File: src/rtl/scma_pkg.sv
// ----------------------------------------------------------------------------
// scma_pkg
// Types and constants shared by the sparse COO matrix accumulator.
// ----------------------------------------------------------------------------
package scma_pkg;

  localparam int IDX_W   = 8;
  localparam int VAL_W   = 32;
  localparam int CFG_IDX_W = 1;

  localparam logic [CFG_IDX_W-1:0] REG_SCALE     = 1'd0;
  localparam logic [CFG_IDX_W-1:0] REG_TRANSPOSE = 1'd1;

  localparam logic FUNC_INSERT = 1'b0;
  localparam logic FUNC_DRAIN  = 1'b1;

  typedef struct packed {
    logic                    func;
    logic [IDX_W-1:0]        entry_row;
    logic [IDX_W-1:0]        entry_col;
    logic signed [VAL_W-1:0] entry_value;
  } cmd_t;

  typedef struct packed {
    logic [IDX_W-1:0]        out_row;
    logic [IDX_W-1:0]        out_col;
    logic signed [VAL_W-1:0] out_value;
    logic                    last;
    logic                    empty_res;
    logic                    dropped;
  } result_t;

  typedef struct packed {
    logic [IDX_W-1:0] row;
    logic [IDX_W-1:0] col;
    logic [VAL_W-1:0] value;
  } entry_t;

  typedef enum logic [3:0] {
    ST_IDLE,
    ST_MUL,
    ST_CHK,
    ST_SRD,
    ST_SCMP,
    ST_INS,
    ST_UPR,
    ST_UPW,
    ST_PUT,
    ST_DNR,
    ST_DNW,
    ST_DRN,
    ST_DLST
  } state_t;

endpackage

File: src/rtl/scma_scale.sv
// ----------------------------------------------------------------------------
// scma_scale
// Registered 32x32 multiply of the incoming value by the scale, low word kept.
// ----------------------------------------------------------------------------
module scma_scale
  import scma_pkg::*;
(
  input  logic             clk,
  input  logic             load,
  input  logic [VAL_W-1:0] value,
  input  logic [VAL_W-1:0] scale,
  output logic [VAL_W-1:0] prod
);

  logic [VAL_W-1:0] op_a;
  logic [VAL_W-1:0] op_b;

  always_ff @(posedge clk) begin
    if (load) begin
      op_a <= value;
      op_b <= scale;
    end
    prod <= op_a * op_b;
  end

endmodule

File: config.mk
export PLATFORM = sky130hd
export DESIGN_NAME = scma_scale
export DESIGN_NICKNAME = d
export VERILOG_FILES = /design/src/rtl/scma_pkg.sv /design/src/rtl/scma_scale.sv
export SDC_FILE = /design/constraint.sdc
export NUM_CORES = 1
export LEC_CHECK = 0
export ABC_CLOCK_PERIOD_IN_PS = 9000
export BUFFER_PORTS_ARGS = -buffer_cell sky130_fd_sc_hd__buf_2
export CAP_MARGIN = 20
export CORE_MARGIN = 2
export CORE_UTILIZATION = 60
export CTS_CLUSTER_DIAMETER = 30
export DETAILED_ROUTE_END_ITERATION = 10
export HOLD_SLACK_MARGIN = 0.15
export PLACE_DENSITY = 0.78
export SYNTH_ARGS = -nofsm -noshare
export SYNTH_HDL_FRONTEND = slang
export SYNTH_SLANG_ARGS = --single-unit
File: constraint.sdc
create_clock -name clk -period 9 [get_ports clk]
set_input_delay 1.8 -clock clk [delete_from_list [all_inputs] [get_ports clk]]
set_output_delay 1.8 -clock clk [all_outputs]
set_load 0.01 [all_outputs]
Yosys cells after proc, flatten, opt, wreduce, memory -nomap -nowiden
Index checks and enable logic that the tools add are counted.
Cells by class
  $mul: 1
Operators by type and width (count)
  32-bit by 32-bit multiplier with 32-bit output: 1
Word-level totals
  register bits: 96
  input port bits: 66

Depth between registers and ports, before layout
Gate-level depths: netlist of run 1.
  word-level depth: 1
  depth in mapped cells: 26
  gate-level depth less buffers: 24

Worst setup path after synthesis of run 1
OpenSTA, ideal clock, no wires.
  path kind: register to register
  start point: reg op_b[2]
  end point: reg prod[31]
  period minus slack after synthesis: 6711 ps
  setup slack: 2289 ps
  arrival: 6591 ps
  stages on the path, launching flop included: 25
  library setup time: 121 ps
  path through: edfxtp_1 > clkbuf_1 > clkbuf_1 > and2_1 > fa_1 > inv_1 > fa_1 > fa_1 > fa_1 > inv_1 > fa_1 > inv_1 > fa_1 > inv_1 > fa_1 > fa_1 > ha_1 > nand2_1 > o21ai_0 > a311oi_2 > o211ai_2 > a41oi_2 > a211oi_1 > a211o_1 > xnor2_1
On the way
  word-level cells in the longest chain between the ends: 1
Ends and longest elaborated chain
  start, declared: line scma_scale.sv:16  | logic [VAL_W-1:0] op_b;
  start signal, assigned: line scma_scale.sv:21  | op_b <= scale;
  32-bit by 32-bit multiplier with 32-bit output: line scma_scale.sv:23  | prod <= op_a * op_b;
  end signal, assigned: line scma_scale.sv:23
  end, declared: line scma_scale.sv:12  | output logic [VAL_W-1:0] prod
Every way passes these cells.
A chain may end at the register's enable or synchronous reset.

Worst setup path after layout of run 1
Same ends and word-level chain as after synthesis.

==> results of run 1 <==
## synthesized netlist by cell type (all sizes together) (2+ instances only)
| cell type | n | area (sq um) |
|---|---|---|
| a21oi | 26 | 130 |
| nor2b | 2 | 12.5 |
| o211ai | 2 | 20.0 |
| nand2b | 4 | 25.0 |
| xor2 | 19 | 166 |
| o21bai | 4 | 30.0 |
| a211o | 2 | 17.5 |
| nand3 | 5 | 30.0 |
| nand2 | 179 | 672 |
| clkbuf | 78 | 293 |
| a2111oi | 2 | 36.3 |
| inv | 359 | 1350 |
| ha | 123 | 1540 |
| edfxtp | 64 | 1920 |
| xnor2 | 67 | 587 |
| and2 | 370 | 2310 |
| dfxtp | 32 | 641 |
| o21ai | 15 | 78.8 |
| fa | 408 | 8170 |
| and3 | 3 | 18.8 |
| o21a | 3 | 22.5 |
| a21o | 7 | 52.6 |
| nor2 | 10 | 37.5 |
| buf | 2 | 10.0 |
| o311ai | 2 | 17.5 |
| a211oi | 3 | 22.5 |
## area by class of cell
cell class                      instances  area (sq um)
Tap cell                              390           488
Inverter                              359          1350
Sequential cell                        96          2560
Timing Repair Buffer                  111           631
Clock inverter                          7          88.8
Fill cell                            2383         10400
Multi-Input combinational cell       1268         14100
Clock buffer                            9           225
## flip-flops by register name, summed over array words and instances (netlist names)
name / count
op_a: 32
op_b: 32
prod: 32
## metal layers
metal  share of wire  global-route usage  up-vias
met4           0.030               0.107        2
met1            0.42               0.396     6291
li1                -                   -     5383
met5         0.00031                   0        -
met2            0.48               0.467      409
met3           0.067              0.0496       72
## logic make-up (layout without fill, tap and decap cells)
kind of cell | after synthesis | after routing | share of synthesized area
adder cells (fa/ha/maj) | 531 | 531 | 0.530
AND/OR/NAND/NOR | 578 | 578 | 0.172
buffers and inverters | 439 | 486 | 0.0901
AO/OA/AOI/OAI | 73 | 73 | 0.0272
flip-flops | 96 | 96 | 0.140
XOR/XNOR | 86 | 86 | 0.0411
## worst max-delay path by stage
stage,from,endpoint
3_3_place_gp,op_b[2]$_DFFE_PP_,prod[31]$_DFF_P_
4_1_cts,op_b[2]$_DFFE_PP_,prod[31]$_DFF_P_
2_1_floorplan,op_b[2]$_DFFE_PP_,prod[31]$_DFF_P_
5_1_grt,op_b[4]$_DFFE_PP_,prod[31]$_DFF_P_
6_report,op_b[2]$_DFFE_PP_,prod[31]$_DFF_P_
3_5_place_dp,op_b[2]$_DFFE_PP_,prod[31]$_DFF_P_
## per-stage QoR
step / setup WS [ns] / cells / util / hold WS, ns
after floorplan: 2.29 / 1803 / - / 0.516
after global placement: 1.77 / 2222 / 0.639 / 0.902
after detailed placement: 1.69 / 2222 / 0.639 / 0.888
after CTS: 1.70 / 2238 / 0.649 / 0.922
after global routing: 1.44 / 2240 / 0.651 / 0.948
final: 1.63 / 2240 / 0.651 / 0.943
==> out/results.txt, run 1 <==
Flop2flop setup slack - 1.63 ns
FF-to-FF Start - op_b[2]$_DFFE_PP_
Layout cells sized above 1 - 0.0724
Max frequency - 136 MHz
I/O pin count - 98
CTS tree - done
Clock Path Buffers - 2
RePlAce Congestion - 0.917
Worst-Margin Slew - 1.18 ns
Most frequent cells in the layout - 408 x fa_1, 370 x and2_1, 359 x inv_1, 179 x nand2_1, 123 x ha_1
Hold-fix buffers at CTS - 0
Die Wd - 179 um
Outcome - finished, final reports clean
Port bufs - 97
Global-route wire length before repair - 69,100 um
Setup TNS - 0 ns
Endpoint with the worst hold slack - prod[0]$_DFF_P_
Slew HR - 0.211
Number of global-route vias before repair - 13.4k
P&R area growth vs syn - 6.17%
Worst path max stage delay - 0.74 ns
Hold Path Depth - 1
Number of H-tree levels - 3
Ys flop type - edfxtp_1
Worst setup EP type - flip-flop
CTS buffer count - 9
Req. time, crit path - 9.24 ns
Final hold viol count - 0
Crit Path Class - reg2reg
Total clock sinks - 96
Placed instance area - 19,100 sq um
Reg2Reg Depth - 22
Root Driver - clkbuf_16
Max FO, Critical Path - 30
Antenna Nets Post-Route - 0
Drt wl/cell - 18.9 um
Post-route cell area - 19,400 sq um
Synthesis-stage register bit count - 96
Worst path bufs/invs - 4
Mapped Nets - 2,400
Slew Limit Fails - 0
Count of cells resized by post-cts repair - 0
Critical-path cell list - and2_1 -> fa_1 -> inv_1 -> fa_1 -> fa_1 -> fa_1 -> inv_1 -> fa_1 -> inv_1 -> fa_1 -> inv_1 -> fa_1 -> fa_1 -> ha_1 -> nand2_1 -> o21ai_0 -> a311oi_2 -> o211ai_2 -> a41oi_2 -> a211oi_1 -> a211o_1 -> xnor2_1
Worst Setup Start Kind - flip-flop
Yosys cell types - 44
Maxcap violations - 0
Clk pin slew, worst setup/hold paths - 0.09 ns
Drt drc - 0
Seq/Total Area, Yosys - 0.140
Fin crit share - 0.819
Final setup violation count - 0
Via density - 5.43
Number of synthesized flops with an enable pin - 64
CP arrival - 7.61 ns
Starting Density - 0.613
GRT Total Usage - 0.289
Post-CTS setup buffers - 0
RSZ-0062 raised after global routing - false
Yosys warns - 0
Hold Crit Class - reg2reg
Inserted Diodes - 0
CP Depth - 22
DR vias - 12.2k
Reg2Reg Capture Point - prod[31]$_DFF_P_
Post-DP HPWL - 33,800 um
Grt total ovfl - 0
Site Rows - 63
Die area - 31,900 sq um
Layout Nets - 2,442
Worst-Skew Late Latency - 0.38 ns
Hold Startpoint - op_a[0]$_DFFE_PP_
Largest net degree at the start of global routing - 65
Commonest non-fill, non-tap cell in the layout - fa_1
Worst path top cell family by delay - adder cells
Post-synth ARST share - 0
Die Y - 179 um
Minimum clock period - 7.37 ns
Drt pass-1 iters - 5
Synthesized area - 18,300 sq um
Skew final - 0.0219 ns
Syn Inst Count - 1,803
Routed WL - 42,200 um
Avg Inst Size Synth - 10.2 sq um
Initial antenna violation count - 1
1st-iter DRT viols - 832
Most frequent CP cell - fa_1
Slowest-stage cell, CP - edfxtp_1
Core area - 29,900 sq um
Power of run 1 is not shown: default switching activity piles up to over one toggle a cycle in this logic, so the estimate is an artifact.
==> inputs of run 2 (changes only) <==
--- a/config.mk
+++ b/config.mk
@@ -5,7 +5,7 @@
 export SDC_FILE = /design/constraint.sdc
 export NUM_CORES = 1
 export LEC_CHECK = 0
-export ABC_CLOCK_PERIOD_IN_PS = 9000
+export ABC_CLOCK_PERIOD_IN_PS = 7100
 export BUFFER_PORTS_ARGS = -buffer_cell sky130_fd_sc_hd__buf_2
 export CAP_MARGIN = 20
 export CORE_MARGIN = 2
==> constraint.sdc (replaced) <==
create_clock -name clk -period 7.1 [get_ports clk]
set_input_delay 1.42 -clock clk [delete_from_list [all_inputs] [get_ports clk]]
set_output_delay 1.42 -clock clk [all_outputs]
set_load 0.01 [all_outputs]
==> out/results.txt, run 2 (synthesis results as in run 1) <==
Cell total after placement - 2,266
Most frequent cells in the layout - 408 x fa_1, 369 x and2_1, 359 x inv_1, 179 x nand2_1, 122 x ha_1
Routed WL - 45,200 um
Placed instance area - 19,400 sq um
Worst-Margin Slew - 0.803 ns
Minimum clock period - 6.92 ns
Final hold viol count - 0
Total clock sinks - 96
FF/Latch Area - 2560 sq um
Max frequency - 144 MHz
Layout Nets - 2,507
Global-route wire length before repair - 72,800 um
Fill cell count - 2,270
Site Rows - 63
CTS buffer count - 9
Via density - 5.50
Final setup violation count - 0
Port bufs - 97
Antenna Nets Post-Route - 0
Largest net degree at the start of global routing - 65
Skew final - 0.0236 ns
Die Y - 179 um
Grt total ovfl - 0
Clk pin slew, worst setup/hold paths - 0.08 ns
Post-Place Worst Slack - 0.112 ns
Post-DP HPWL - 36,700 um
Crit Path Class - reg2reg
Area of the multi-input gates - 14,100 sq um
Regs by FF count - op_a (32), op_b (32), prod (32)
Maxcap violations - 0
Core area - 29,900 sq um
Final setup margin - 0.175 ns
P&R area growth vs syn - 9.04%
I/O pin count - 98
Number of global-route vias before repair - 13.9k
Starting Density - 0.613
Finished Layout Cells - 2,306
Slew HR - 0.465
CP arrival - 7.18 ns
RePlAce Congestion - 0.919
Fin crit share - 0.975
Outcome - finished, final reports clean
Post-route cell area - 20,000 sq um
Drt drc - 0
CTS tree - done
Max FO, Critical Path - 13
1st-iter DRT viols - 852
Die area - 31,900 sq um
Slew Limit Fails - 0
Setup TNS - 0 ns
Clock Path Buffers - 2
Drt wl/cell - 19.6 um
Req. time, crit path - 7.35 ns
Layout cells sized above 1 - 0.105
GRT Total Usage - 0.305
Worst-Skew Late Latency - 0.38 ns
Worst Setup Start Kind - flip-flop
Root Driver - clkbuf_16
Number of H-tree levels - 3
Drt pass-1 iters - 5
DR vias - 12.7k
Initial antenna violation count - 1
Die Wd - 179 um
Worst setup EP type - flip-flop
Hold Crit Class - reg2reg
Commonest non-fill, non-tap cell in the layout - fa_1
run 2: routing by layer:
layer / GRT usage / vias up / wire [um]
met2: 0.489 / 576 / 21300
met4: 0.112 / 0 / 1640
li1: - / 5513 / -
met5: 0 / - / 0
met3: 0.0573 / 85 / 4000
met1: 0.417 / 6498 / 18300
run 2: per-stage QoR:
step / hold WS (ns) / util
2_1_floorplan: 0.516 / -
3_3_place_gp: 0.978 / 0.651
3_5_place_dp: 0.962 / 0.651
4_1_cts: 0.989 / 0.662
5_1_grt: 1.02 / 0.669
6_report: 0.993 / 0.669
run 2: what timing repair did:
action	in CTS	in global routing
setup buffers	0	23
resized for setup	0	2
hold buffers	0	0
endpoints found under the setup margin	0	5
run 2: worst max-delay path, stage by stage (launching register included):
cell and delay, ns:
edfxtp_1 0.49, buf_4 0.25, and2_1 0.19, fa_1 0.53, inv_1 0.05, fa_1 0.50
fa_1 0.49, fa_1 0.57, inv_1 0.06, fa_1 0.46, ha_1 0.31, fa_1 0.50
fa_1 0.41, ha_1 0.36, a21oi_1 0.17, o21ai_0 0.13, a311oi_2 0.27, o211ai_2 0.15
a41oi_2 0.34, a211oi_1 0.13, a211o_1 0.29, xnor2_1 0.12
run 2: final cells by class:
cell class | instances | area share
inverters | 359 | 0.0675
flip-flops and latches | 96 | 0.128
repair buffers | 176 | 0.0565
diodes | 1 | 0.000125
well taps | 390 | 0.0244
clock inverters | 7 | 0.00501
multi-input cells | 1268 | 0.707
clock buffers | 9 | 0.0113
run 2: final timing paths:
path / from / end / slack, ns / depth (start not counted)
worst max-delay path: op_a[14]$_DFFE_PP_ / prod[31]$_DFF_P_ / 0.18 / 21
worst min-delay path: op_b[0]$_DFFE_PP_ / prod[0]$_DFF_P_ / 0.99 / 1
worst max register to register: op_a[14]$_DFFE_PP_ / prod[31]$_DFF_P_ / 0.18 / 21
worst min register to register: op_b[0]$_DFFE_PP_ / prod[0]$_DFF_P_ / 0.99 / 1
Power of run 2 is left out for the same reason.
