[config.mk]
export PLATFORM = sky130hd
export DESIGN_NAME = scma_ctrl
export DESIGN_NICKNAME = d
export VERILOG_FILES = /design/src/rtl/scma_pkg.sv /design/src/rtl/scma_ctrl.sv
export SDC_FILE = /design/constraint.sdc
export NUM_CORES = 1
export LEC_CHECK = 0
export BUFFER_PORTS_ARGS = -buffer_cell sky130_fd_sc_hd__clkbuf_2
export CAP_MARGIN = 20
export CORE_MARGIN = 1
export CORE_UTILIZATION = 55
export CTS_BUF_LIST = sky130_fd_sc_hd__clkbuf_4 sky130_fd_sc_hd__clkbuf_8 sky130_fd_sc_hd__clkbuf_16
export DETAILED_ROUTE_END_ITERATION = 6
export GPL_ROUTABILITY_DRIVEN = 0
export MAX_ROUTING_LAYER = met4
export PLACE_DENSITY_LB_ADDON = 0.15
export SLEW_MARGIN = 15
export SYNTH_ARGS = -nofsm -noshare
export SYNTH_HDL_FRONTEND = slang
export SYNTH_SLANG_ARGS = --single-unit
[constraint.sdc]
create_clock -name clk -period 8 [get_ports clk]
set_clock_uncertainty 0.15 [all_clocks]
set_input_delay 0.8 -clock clk [delete_from_list [all_inputs] [get_ports clk]]
set_output_delay 0.8 -clock clk [all_outputs]
set_load 0.1 [all_outputs]
[src/rtl/scma_pkg.sv]
// ----------------------------------------------------------------------------
// scma_pkg
// Types and constants shared by the sparse COO matrix accumulator.
// ----------------------------------------------------------------------------
package scma_pkg;

  localparam int IDX_W   = 8;
  localparam int VAL_W   = 32;
  localparam int CFG_IDX_W = 1;

  localparam logic [CFG_IDX_W-1:0] REG_SCALE     = 1'd0;
  localparam logic [CFG_IDX_W-1:0] REG_TRANSPOSE = 1'd1;

  localparam logic FUNC_INSERT = 1'b0;
  localparam logic FUNC_DRAIN  = 1'b1;

  typedef struct packed {
    logic                    func;
    logic [IDX_W-1:0]        entry_row;
    logic [IDX_W-1:0]        entry_col;
    logic signed [VAL_W-1:0] entry_value;
  } cmd_t;

  typedef struct packed {
    logic [IDX_W-1:0]        out_row;
    logic [IDX_W-1:0]        out_col;
    logic signed [VAL_W-1:0] out_value;
    logic                    last;
    logic                    empty_res;
    logic                    dropped;
  } result_t;

  typedef struct packed {
    logic [IDX_W-1:0] row;
    logic [IDX_W-1:0] col;
    logic [VAL_W-1:0] value;
  } entry_t;

  typedef enum logic [3:0] {
    ST_IDLE,
    ST_MUL,
    ST_CHK,
    ST_SRD,
    ST_SCMP,
    ST_INS,
    ST_UPR,
    ST_UPW,
    ST_PUT,
    ST_DNR,
    ST_DNW,
    ST_DRN,
    ST_DLST
  } state_t;

endpackage

[src/rtl/scma_ctrl.sv]
// ----------------------------------------------------------------------------
// scma_ctrl
// Sequencer: sorted search, shift up/down and drain over the entry table.
// ----------------------------------------------------------------------------
module scma_ctrl
  import scma_pkg::*;
#(
  parameter int MAX_ENTRIES = 64,
  parameter int MATRIX_DIM  = 256,
  parameter int AW          = 6,
  parameter int CW          = 7
) (
  input  logic             clk,
  input  logic             rst,
  input  logic             start,
  input  cmd_t             cmd,
  output logic             busy,
  input  logic             transpose_on,
  output logic             mul_load,
  input  logic [VAL_W-1:0] prod,
  output logic [AW-1:0]    rd_addr,
  input  entry_t           rd_data,
  output logic             wr_en,
  output logic [AW-1:0]    wr_addr,
  output entry_t           wr_data,
  output result_t          result,
  output logic             strobe
);

  localparam logic [CW-1:0] MAX_CNT = CW'(MAX_ENTRIES);
  localparam logic [IDX_W:0] DIM    = (IDX_W+1)'(MATRIX_DIM);

  state_t           state, state_next;
  logic [CW-1:0]    count;
  logic             dropped_flag;
  logic [CW-1:0]    ptr;
  logic [CW-1:0]    mv;
  logic [IDX_W-1:0] row_r;
  logic [IDX_W-1:0] col_r;
  logic             pend;
  logic             pend_last;

  logic [CW-1:0]    ptr_inc;
  logic [CW-1:0]    mv_dec;
  logic [2*IDX_W-1:0] key_new;
  logic [2*IDX_W-1:0] key_mem;
  logic [VAL_W-1:0] sum;
  logic             out_range;
  logic             empty_drain;

  assign ptr_inc     = ptr + CW'(1);
  assign mv_dec      = mv - CW'(1);
  assign key_new     = {row_r, col_r};
  assign key_mem     = {rd_data.row, rd_data.col};
  assign sum         = rd_data.value + prod;
  assign out_range   = ({1'b0, row_r} >= DIM) || ({1'b0, col_r} >= DIM);
  assign empty_drain = (state == ST_IDLE) && start && (cmd.func == FUNC_DRAIN) &&
                       (count == '0);

  always_comb begin
    state_next = state;
    case (state)
      ST_IDLE: begin
        if (start) begin
          if (cmd.func == FUNC_DRAIN) begin
            state_next = (count == '0) ? ST_IDLE : ST_DRN;
          end else begin
            state_next = ST_MUL;
          end
        end
      end
      ST_MUL: state_next = ST_CHK;
      ST_CHK: begin
        if (prod == '0 || out_range) begin
          state_next = ST_IDLE;
        end else if (count == '0) begin
          state_next = ST_INS;
        end else begin
          state_next = ST_SRD;
        end
      end
      ST_SRD: state_next = ST_SCMP;
      ST_SCMP: begin
        if (key_mem < key_new) begin
          state_next = (ptr_inc == count) ? ST_INS : ST_SRD;
        end else if (key_mem == key_new) begin
          state_next = (sum == '0) ? ST_DNR : ST_IDLE;
        end else begin
          state_next = ST_INS;
        end
      end
      ST_INS: begin
        if (count == MAX_CNT) begin
          state_next = ST_IDLE;
        end else if (mv == ptr) begin
          state_next = ST_PUT;
        end else begin
          state_next = ST_UPR;
        end
      end
      ST_UPR: state_next = ST_UPW;
      ST_UPW: state_next = (mv_dec == ptr) ? ST_PUT : ST_UPR;
      ST_PUT: state_next = ST_IDLE;
      ST_DNR: state_next = (ptr_inc >= count) ? ST_IDLE : ST_DNW;
      ST_DNW: state_next = ST_DNR;
      ST_DRN: state_next = (ptr_inc == count) ? ST_DLST : ST_DRN;
      ST_DLST: state_next = ST_IDLE;
      default: state_next = ST_IDLE;
    endcase
  end

  always_comb begin
    busy     = (state != ST_IDLE);
    mul_load = (state == ST_IDLE) && start;
    rd_addr  = ptr[AW-1:0];
    wr_en    = 1'b0;
    wr_addr  = ptr[AW-1:0];
    wr_data  = rd_data;
    case (state)
      ST_SCMP: begin
        if (key_mem == key_new && sum != '0) begin
          wr_en   = 1'b1;
          wr_data = '{row: row_r, col: col_r, value: sum};
        end
      end
      ST_UPR: rd_addr = mv_dec[AW-1:0];
      ST_UPW: begin
        wr_en   = 1'b1;
        wr_addr = mv[AW-1:0];
      end
      ST_PUT: begin
        wr_en   = 1'b1;
        wr_data = '{row: row_r, col: col_r, value: prod};
      end
      ST_DNR: rd_addr = ptr_inc[AW-1:0];
      ST_DNW: wr_en = 1'b1;
      default: ;
    endcase
  end

  always_ff @(posedge clk) begin
    if (rst) begin
      state        <= ST_IDLE;
      count        <= '0;
      dropped_flag <= 1'b0;
      strobe       <= 1'b0;
      pend         <= 1'b0;
    end else begin
      state  <= state_next;
      strobe <= pend || empty_drain;
      pend   <= (state == ST_DRN);
      if (pend) begin
        result.out_row   <= rd_data.row;
        result.out_col   <= rd_data.col;
        result.out_value <= rd_data.value;
        result.last      <= pend_last;
        result.empty_res <= 1'b0;
        result.dropped   <= dropped_flag;
      end
      case (state)
        ST_IDLE: begin
          if (start) begin
            ptr   <= '0;
            row_r <= transpose_on ? cmd.entry_col : cmd.entry_row;
            col_r <= transpose_on ? cmd.entry_row : cmd.entry_col;
            if (cmd.func == FUNC_DRAIN && count == '0) begin
              result.out_row   <= '0;
              result.out_col   <= '0;
              result.out_value <= '0;
              result.last      <= 1'b1;
              result.empty_res <= 1'b1;
              result.dropped   <= dropped_flag;
              dropped_flag     <= 1'b0;
            end
          end
        end
        ST_CHK: begin
          ptr <= '0;
          mv  <= count;
        end
        ST_SCMP: begin
          mv <= count;
          if (key_mem < key_new) begin
            ptr <= ptr_inc;
          end
        end
        ST_INS: begin
          if (count == MAX_CNT) begin
            dropped_flag <= 1'b1;
          end
        end
        ST_UPW: mv <= mv_dec;
        ST_PUT: count <= count + CW'(1);
        ST_DNR: begin
          if (ptr_inc >= count) begin
            count <= count - CW'(1);
          end
        end
        ST_DNW: ptr <= ptr_inc;
        ST_DRN: begin
          pend_last <= (ptr_inc == count);
          ptr       <= ptr_inc;
        end
        ST_DLST: begin
          count        <= '0;
          dropped_flag <= 1'b0;
        end
        default: ;
      endcase
    end
  end

endmodule
==> Word-level counts from Yosys, hierarchy flattened <==
Index checks and enable logic that the tools add are counted.
{ "totals": {"regBits": 96, "inputBits": 133, "out_inout_bits": 115, "word_cells": 108} }
{ "classes": {"add_sub_neg": 5, "magnitude_cmp": 2, "eq_ne": 22, "n_mux": 37, "bitwise_logic": 1, "n_reduce_logical": 25} }
{ "ops": {"columns": ["operator", "n"], "rows": [
  ["51-bit two-way mux", 4],
  ["48-bit case mux with 2 select lines", 1],
  ["32-bit zero test", 2],
  ["48-bit two-way mux", 1],
  ["4-bit case mux with 11 select lines", 1],
  ["4-bit two-way mux", 10],
  ["32-bit adder", 1],
  ["32-bit nonzero test", 1],
  ["7-bit case mux with 4 select lines", 1],
  ["7-bit == test", 3],
  ["7-bit two-way mux", 3],
  ["7-bit case mux with 3 select lines", 1],
  ["4-bit == test, second input constant", 5],
  ["16-bit == test", 1],
  ["4-bit by 3-bit == test with 1-bit output, second input constant", 4],
  ["16-bit < comparator", 1],
  ["8-bit two-way mux", 2],
  ["7-bit by 1-bit adder with 7-bit output, second input constant", 2],
  ["7-bit case mux with 2 select lines", 1],
  ["7-bit by 1-bit subtractor with 7-bit output, second input constant", 2],
  ["3-bit two-way mux", 4],
  ["6-bit case mux with 2 select lines", 1],
  ["4-bit by 2-bit == test with 1-bit output, second input constant", 2],
  ["2-bit != test, second input constant", 4],
  ["21 further kinds", 34]
]} }

==> Depth between registers and ports, before layout <==
{ "logic_depth": {"word_depth": 6, "ltp_mapped": 16, "ltp_nobuf": 14} }

==> Worst setup path before layout <==
Ideal clock, no wire load.
{ "synth_path": {"kind": "input to output", "startpoint": "input port prod[0]", "endpoint": "output port wr_data[29] in the netlist's numbering", "t_arrival_ns": 5.635, "required_time_ns": 7.050, "path_slack_ns": 1.415, "path_stages": 14, "path_buffers": 1, "cell_sequence": "ha_1 > inv_1 > fa_1 > nor2b_1 > o31ai_4 > and2_1 > o311ai_0 > xor2_1 > or3_1 > nor4_2 > a41oi_1 > buf_4 > mux2i_1 > o21ai_0"} }
{ "synth_rtl": {"columns": ["element", "line", "source"], "rows": [
  ["start, declared", "scma_ctrl.sv:20", "input logic [VAL_W-1:0] prod,"],
  ["end, declared", "scma_ctrl.sv:25", "output entry_t wr_data,"]
]} }

==> results_dict.tcl <==
set metrics [dict create \
    clockBufferDepth 2 \
    critPathSlowestCell "o21bai_4" \
    die-area_um2 16600 \
    r2r_start "ptr[0]" \
    nets 1376 \
    drt-pass1-iter-count 5 \
    fillers 1349 \
    worst_ep_arrival_time_ns 5.52 \
    vias 8642 \
    clk_pin_slew_ns 0.07 \
    path_buf_inv 4 \
    hold_viol_final 0 \
    worst-r2r-cell-count 12 \
    grt_pass1_wl_mm 42.3 \
    crit_chain "clkbuf_2, ha_1, inv_1, fa_1, nor2b_1, o31ai_4, and2_1, o311ai_0, xor2_1, or3_1, nor4_2, a41oi_1, o21bai_4, buf_4, a221o_1, clkbuf_2" \
    holdBufCountCts 0 \
    synthCells 999 \
    worst_hold_path.endpoint "dropped_flag" \
    drc 0 \
    rsz0062_at_grt "no" \
    synth_nets 1195 \
    dp_hpwl_mm 20.8 \
    cp-start-kind "input pin" \
    worstHoldPathCells 2 \
    first_global_vias 8165 \
    synth-seq-cells 96 \
    relSlewSlack_pct 36.1 \
    finalWirelength_mm 26.9 \
    rr_endpoint "count[6]" \
    post_drt_wl_per_cell_um 19.2 \
    num_io_pins 248 \
    overflow 0 \
    power_mw 1.77 \
    cts_inserted_buffers 9 \
    holdWs_ns 0.351 \
    cts_num_sinks 96 \
    die_h_um 129 \
    crit_family "compound AO/OA/AOI/OAI gates" \
    setup_viol 0 \
    antenna_cells 0 \
    vdd_drop_max_mv 0.117 \
    r2r_slack_ns 4.42 \
    clk_latency_ns 0.37 \
    antenna_found_initial 0 \
    ys_seq_area_share_pct 31.0 \
    hold_class "reg2reg" \
    async_flop_share_pct 0 \
    cpPeakStageDelay_ns 0.65 \
    endpoint_kind "output pin" \
    fin_crit_sh_pct 80.9 \
    critPathKind "in2out" \
    synthTopCellsByArea "edfxtp_1 (28%), ha_1 (8.6%), mux2i_1 (7.1%)" \
    drive_above_1_share_pct 23.5 \
    ant_nets 0 \
    grt_start_max_net_pins 53 \
    startpoint "prod[0]" \
    ys_warn_count 0 \
    start_util_pct 57.3 \
    min_from "dropped_flag" \
    cts_tree "yes" \
    synth_ff_type "edfxtp_1" \
    slew_violations 0 \
    ctsResizeCount 0 \
    io_buffers 215 \
    required_ns 7.05 \
    avgSynthCellArea_um2 8.85 \
    status "completed" \
    synth_common_cells "nor2_1 (119), edfxtp_1 (82), nand2_1 (65), mux2i_1 (63), ha_1 (61)" \
    crit_fanout 24 \
    cts_setup_buffers 0 \
    synth_edf_count 82 \
    die_w_um 129 \
    via_per_inst 6.19 \
    ctsRootBufferMaster "clkbuf_16" \
    fin_crit_ns 6.47 \
    synth_top_area_share_pct 27.9 \
    core_region_area_um2 15400 \
    fmax_mhz 155 \
    leakage_nw 4.43 \
    fin_tns_setup_ns 0 \
    core.rowCount 45 \
    synth_cell_types 72 \
    syn_to_final_growth_pct 16.8 \
    synth_most_common_cell "nor2_1" \
    syn_area_um2 8840 \
    grtUsageTotal_pct 34.2 \
    powerDensity_nw_per_um2 172 \
    synth_top_cell_by_area "edfxtp_1" \
    htreeDepth 3 \
    drt-initial-drc-count 786 \
    max_cap_viol_count 0 \
    path_common_cell "clkbuf_2" \
    tightest_slew_ns 0.951 \
]
per-layer routing:
layer | track usage [%] | up-vias | part of all wire (%)
met3 | 6.36 | 54 | 8.4
met4 | 11.6 | 0 | 2.6
met2 | 52.2 | 412 | 44
met5 | - | - | 0
li1 | - | 4142 | -
met1 | 45.6 | 4034 | 45
through the flow:
step                      util (%)  worst slack, ns  instance area [um2]  cells
final                         66.9             1.53                10300   1396
after global routing          66.9             1.22                10300   1396
after CTS                     66.9             1.58                10300   1396
after detailed placement      64.9             1.60                10000   1380
after global placement        64.9             1.65                10000   1380
after floorplan                  -             1.42                 8840    999
power breakdown:
group          internal (mW)  switching (mW)
clock                  0.252           0.207
combinational          0.171           0.541
sequential             0.579          0.0220
tightest hold or removal path, cell delays in order, from the launching register on:
cell and delay (ns):
dfxtp_1 0.33, o31ai_1 0.07, a21oi_1 0.06
how the worst max path moves through the flow:
stage	to	slack, ns	cells after the start
after floorplan	wr_data[29]	1.42	14
after global placement	wr_data[1]	1.65	16
after detailed placement	wr_data[8]	1.60	16
after CTS	wr_data[8]	1.58	16
after global routing	wr_data[8]	1.22	16
final	wr_data[8]	1.53	16
sequential cells by signal, indices dropped and copies added, names as in the netlist:
name          flops
row_r             8
dropped_flag      1
result           51
ptr               7
pend              1
count             7
col_r             8
strobe            1
state             4
mv                7
pend_last         1
cells in the final DEF (no fill, tap or decap), types with 16 or more instances in the layout:
cell and instances:
clkbuf_2 215, nor2_1 118, edfxtp_1 82, nand2_1 65, mux2i_1 63, ha_1 61
o21ai_0 58, a21oi_1 51, inv_1 44, a21o_1 31, nand3_1 27, xor2_1 27
mux2_2 22, nand4_1 19, nor3_1 19, xnor2_1 17, nor4_1 16, mux2_1 16
cells by family after synthesis:
| group | after synthesis | synth area share (%) |
|---|---|---|
| multiplexers | 101 | 12.0 |
| flip-flops | 96 | 31.0 |
| adder cells (fa/ha/maj) | 63 | 9.09 |
| XOR/XNOR | 44 | 4.36 |
| AND/OR/NAND/NOR | 328 | 17.9 |
| buffers and inverters | 98 | 4.54 |
| AO/OA/AOI/OAI | 269 | 21.1 |
layout make-up:
cell class                      instances  area (um2)  share of cell area (%)
Multi-Input combinational cell        805        5710                    55.3
Sequential cell                        96        2740                    26.6
Timing Repair Buffer                  223        1140                    11.0
Tap cell                              211         264                    2.56
Clock buffer                           11         240                    2.33
Inverter                               45         169                    1.64
Clock inverter                          5        62.6                   0.606
(Power assumes the default switching activity.)
